<file path="src/sv/rislp_ram.sv">
`default_nettype none
module rislp_ram #(
   parameter int WIDTH = 8,
   parameter int DEPTH = 16
) (
   input  wire logic                     clock,
   input  wire logic                     wr_en,
   input  wire logic [$clog2(DEPTH)-1:0] wr_addr,
   input  wire logic [WIDTH-1:0]         wr_data,
   input  wire logic [$clog2(DEPTH)-1:0] rd_addr,
   output logic      [WIDTH-1:0]         rd_data
);

   logic [WIDTH-1:0] mem [DEPTH];

   // one write port, one registered read port
   always_ff @(posedge clock) begin
      if (wr_en) begin
         mem[wr_addr] <= wr_data;
      end
      rd_data <= mem[rd_addr];
   end

endmodule
`default_nettype wire

</file>
<file path="config.mk">
export PLATFORM = sky130hd
export DESIGN_NAME = rislp_ram
export DESIGN_NICKNAME = d
export VERILOG_FILES = /design/src/sv/rislp_ram.sv
export SDC_FILE = /design/constraint.sdc
export NUM_CORES = 1
export LEC_CHECK = 0
export ABC_AREA = 1
export BUFFER_PORTS_ARGS = -buffer_cell sky130_fd_sc_hd__buf_2
export CAP_MARGIN = 20
export CORE_ASPECT_RATIO = 1.5
export CORE_MARGIN = 2
export CORE_UTILIZATION = 50
export DETAILED_ROUTE_END_ITERATION = 8
export MAX_ROUTING_LAYER = met4
export PLACE_DENSITY = 0.73
export SYNTH_ARGS = -nofsm -noshare
export SYNTH_HDL_FRONTEND = slang
export SYNTH_SLANG_ARGS = --single-unit
</file>
<file path="constraint.sdc">
create_clock -name clock -period 3.4 [get_ports clock]
set_clock_uncertainty 0.15 [all_clocks]
set_input_delay 0 -clock clock [delete_from_list [all_inputs] [get_ports clock]]
set_output_delay 0 -clock clock [all_outputs]
set_load 0.005 [all_outputs]
</file>
Word-level counts from Yosys, hierarchy flattened
Memories as Yosys holds them, arrays and structs flattened. A register that Yosys moved wholly into a read port is not among the register bits.
Index checks and enable logic that the tools add are counted.

cells by class
  multipliers = 0
  bitwise logic cells = 0
  add/subtract/negate cells = 0
  order comparisons = 0
  equality and inequality tests = 0
  reductions and logical operators = 0
  shifts and indexed selects = 0
  multiplexer cells = 2
  div/mod/pow operators = 0

operators by type and width
  cell              number
  2-to-1 mux 1 bit  2

storage, ports and cells
  ROM bits = 0
  input port bits = 18
  output and inout bits = 8
  memories kept = 1
  logic and storage cells = 3
  bits in latches = 0
  register bits = 0
  memory bits (writable) = 128

memory list
  memory  words  width  read ports  clocked after memory_dff  wr ports  RTL line  source
  mem     16     8      1           1                         1         14        logic [WIDTH-1:0] mem [DEPTH];

Depth between registers and ports, before layout
  depth in word-level cells = 2
  gate-level depth with buffers = 8
  mapped depth without buffers = 7

Least setup slack after synthesis
Ideal clock, no wire load.

  path type = input-to-reg
  from = input wr_addr[2]
  to = memory mem[10][0] (enable)
  stages = 2
  library setup time = 0.370 ns
  data required time = 2.880 ns
  buffers on the path = 0
  setup slack = 2.299 ns
  arrival = 0.581 ns
  cell sequence = nand3b_1 > nor2_1

RTL lines
  element      RTL line  source
  from (decl)  8         input wire logic [$clog2(DEPTH)-1:0] wr_addr,
  to (decl)    14

Straight into the memory's write port.

==> flow_metrics.py <==
metrics = {
    "sta": {
        "fin_crit_ns": 1.97,
        "tightest_slew_ns": 0.857,
        "slew_viol_final": 0,
        "slew_headroom": 0.426,
        "setup_viol": 0,
        "fmax_mhz": 507,
        "hold_viol": 1,
        "setup_tns_ns": 0,
        "finalWorstSetupSlack_ns": 1.43,
        "whs_ns": -0.00380,
        "timing.final.crit_share": 0.580,
        "grt_setup_unrepaired": "no",
    },
    "setup_path": {
        "slowest_stage": "dlygate4sd3_1",
        "worstPathCellList": "dlygate4sd3_1 -> buf_2 -> inv_1 -> nand3_1 -> nand3_1 -> dlygate4sd3_1 -> nand2_1",
        "critPathCaptureType": "register",
        "crit_required_ns": 3.55,
        "worst_ep_arrival_time_ns": 2.12,
        "crit_fanout": 17,
        "critPathMaxStageDelay_ns": 0.56,
        "critPathKind": "input port to register",
        "crit_family": "buffers and inverters",
        "critPathBufInv": 4,
        "start_kind": "input port",
    },
    "synth": {
        "yosys_register_bits": 136,
        "ys_seq_area_frac": 0.694,
        "synth_flop_cell": "edfxtp_1",
        "avgSynthCellArea_sq_um": 10.5,
        "syn_area_sq_um": 5770,
        "synth_nets": 569,
        "yosysTopAreaCell": "edfxtp_1",
        "synth_area_leaders": "edfxtp_1, nand2_1, nand3_1",
        "synth.most_common_cell": "nand2_1",
        "ys_types": 12,
        "synth_edf_count": 128,
        "synthTopCellsByCount": "nand2_1, edfxtp_1, inv_1",
        "postSynth.asyncResetShare": 0,
        "synth_top_area_frac": 0.667,
        "yosys_warnings": 0,
        "synth_cells": 551,
    },
    "clock_tree": {
        "htreeDepth": 4,
        "root_buffer": "clkbuf_16",
        "clk_pin_slew_ns": 0.06,
        "postCtsSetupBuffers": 0,
        "clk_latency_ns": 0.41,
        "clk_path_buf_depth": 2,
        "cts_tree": "built",
        "cts_buffers": 17,
        "clock-sinks": 136,
    },
    "grt": {
        "grt_pass1_wl_mm": 19.4,
        "grt.total_usage": 0.220,
        "antenna_found_initial": 0,
        "grt-ovfl-total": 0,
        "grt_max_degree": 65,
        "first_global_vias": 3656,
    },
    "routing": {
        "wl_met1_mm": 4.77,
        "drc": 0,
        "num_vias": 3859,
        "wl_met3_microns": 668,
        "antenna_left": 0,
        "drtIter0Drc": 319,
        "drt-wirelength-per-cell_microns": 16.7,
        "wl_met2_mm": 6.64,
        "drt_first_pass_iters": 5,
        "wl_mm": 12.5,
        "vias_per_cell": 5.17,
        "dr.max_layer_used": "met4",
    },
    "floorplan": {
        "die_h_microns": 136,
        "initial_core_util": 0.508,
        "dieWidth_microns": 91.7,
        "rows": 48,
        "core_area_sq_um": 11400,
        "die_area_sq_um": 12400,
        "io_pins": 26,
    },
    "layout": {
        "fillers": 927,
        "syn_to_final_growth_pct": 14.2,
        "diodes": 0,
        "finalNetCount": 602,
        "drive_gt1_frac": 0.0938,
        "ff_latch_area_sq_um": 4000,
        "multi_input_area_sq_um": 1210,
    },
    "power_and_ir_drop": {
        "powerDensity_nw_per_um2": 569,
        "leakage_nw": 2.83,
        "p_switching_mw": 0.814,
        "cell_internal_pwr_mw": 2.93,
        "seq_power_share": 0.503,
        "finalPower_mw": 3.75,
        "clkPwrFrac": 0.436,
        "p_comb_frac": 0.061,
        "ir_drop_mv": 0.411,
        "swShare": 0.217,
    },
    "place": {
        "dp_slack_ns": 1.52,
        "port_buffers": 25,
        "hpwlAfterDp_mm": 7.71,
        "place.gp.congestion": 0.826,
    },
    "run_status": {
        "status": "finished, violations left",
        "violations": "negative hold slack",
    },
    "hold_path": {
        "worstHoldPathType": "input port to register",
    },
    "job": {
        "maxCapViolCount": 0,
    },
}
worst min-delay path: cells and delay by family:
kind	cells	cell delay, ns
buffers and inverters	2	0.19
AND/OR/NAND/NOR	5	0.33
stage by stage:
| stage | hold slack, ns | std cells | util | area, sq um |
|---|---|---|---|---|
| after CTS | 0.0831 | 746 | 0.578 | 6570 |
| after global routing | 0.0501 | 747 | 0.580 | 6590 |
| after global placement | 0.228 | 703 | 0.522 | 5920 |
| after detailed placement | 0.228 | 703 | 0.522 | 5920 |
| after floorplan | -0.0511 | 551 | - | 5770 |
| final | -0.00380 | 747 | 0.580 | 6590 |
final timing paths:
| kind | from | to | slack, ns | cells after the start |
|---|---|---|---|---|
| worst max-delay path | rd_addr[2] | rd_data[0] | 1.43 | 7 |
| worst min-delay path | rd_addr[0] | rd_data[5] | -0.004 | 7 |
| worst max register to register | mem[9][0] | rd_data[0] | 1.76 | 7 |
| worst min register to register | mem[10][3] | rd_data[3] | 0.53 | 6 |
registers in the layout, summed over array words and instances (netlist names):
signal,flops
mem,128
rd_data,8
kinds of logic after synthesis:
group | count (synthesis) | synth area share
flops | 136 | 0.694
buf+inv | 126 | 0.0952
simple gates | 289 | 0.210
routing by layer:
metal / up-vias / global-route usage
met2: 148 / 0.375
met1: 1842 / 0.249
met4: 0 / 0.103
met5: - / -
met3: 28 / 0.0434
li1: 1841 / -
power by group through the flow:
stage               logic [mW]  registers [mW]  clock network [mW]
floorplan                0.132            1.92                   0
global placement         0.212            1.92                   0
detailed placement       0.216            1.92                   0
CTS                      0.229            1.89                1.64
global route             0.254            1.89                1.72
finish                   0.229            1.89                1.63
layout make-up:
cell class | count | area share
flip-flops and latches | 136 | 0.608
multi-input cells | 289 | 0.184
clock buffers | 17 | 0.0646
inverters | 102 | 0.0581
repair buffers | 38 | 0.0399
well taps | 150 | 0.0285
clock inverters | 15 | 0.0167
repair_timing:
item                                   4_1_cts  5_1_grt
resized for setup                            0        0
hold buffers                                11        0
endpoints found under the hold margin      136        0
placed cells by master (no fill, tap or decap), drive strengths merged:
| cell | synthesis | final |
|---|---|---|
| nand3 | 97 | 97 |
| inv | 102 | 104 |
| dfxtp | 8 | 8 |
| buf | 24 | 27 |
| dlygate4sd3 | 0 | 11 |
| nand2 | 173 | 173 |
| clkbuf | 0 | 17 |
| nor2 | 17 | 17 |
| edfxtp | 128 | 128 |
| bufinv | 0 | 1 |
| nand3b | 2 | 2 |
| clkinv | 0 | 10 |
| clkinvlp | 0 | 2 |
(Power assumes the default switching activity.)
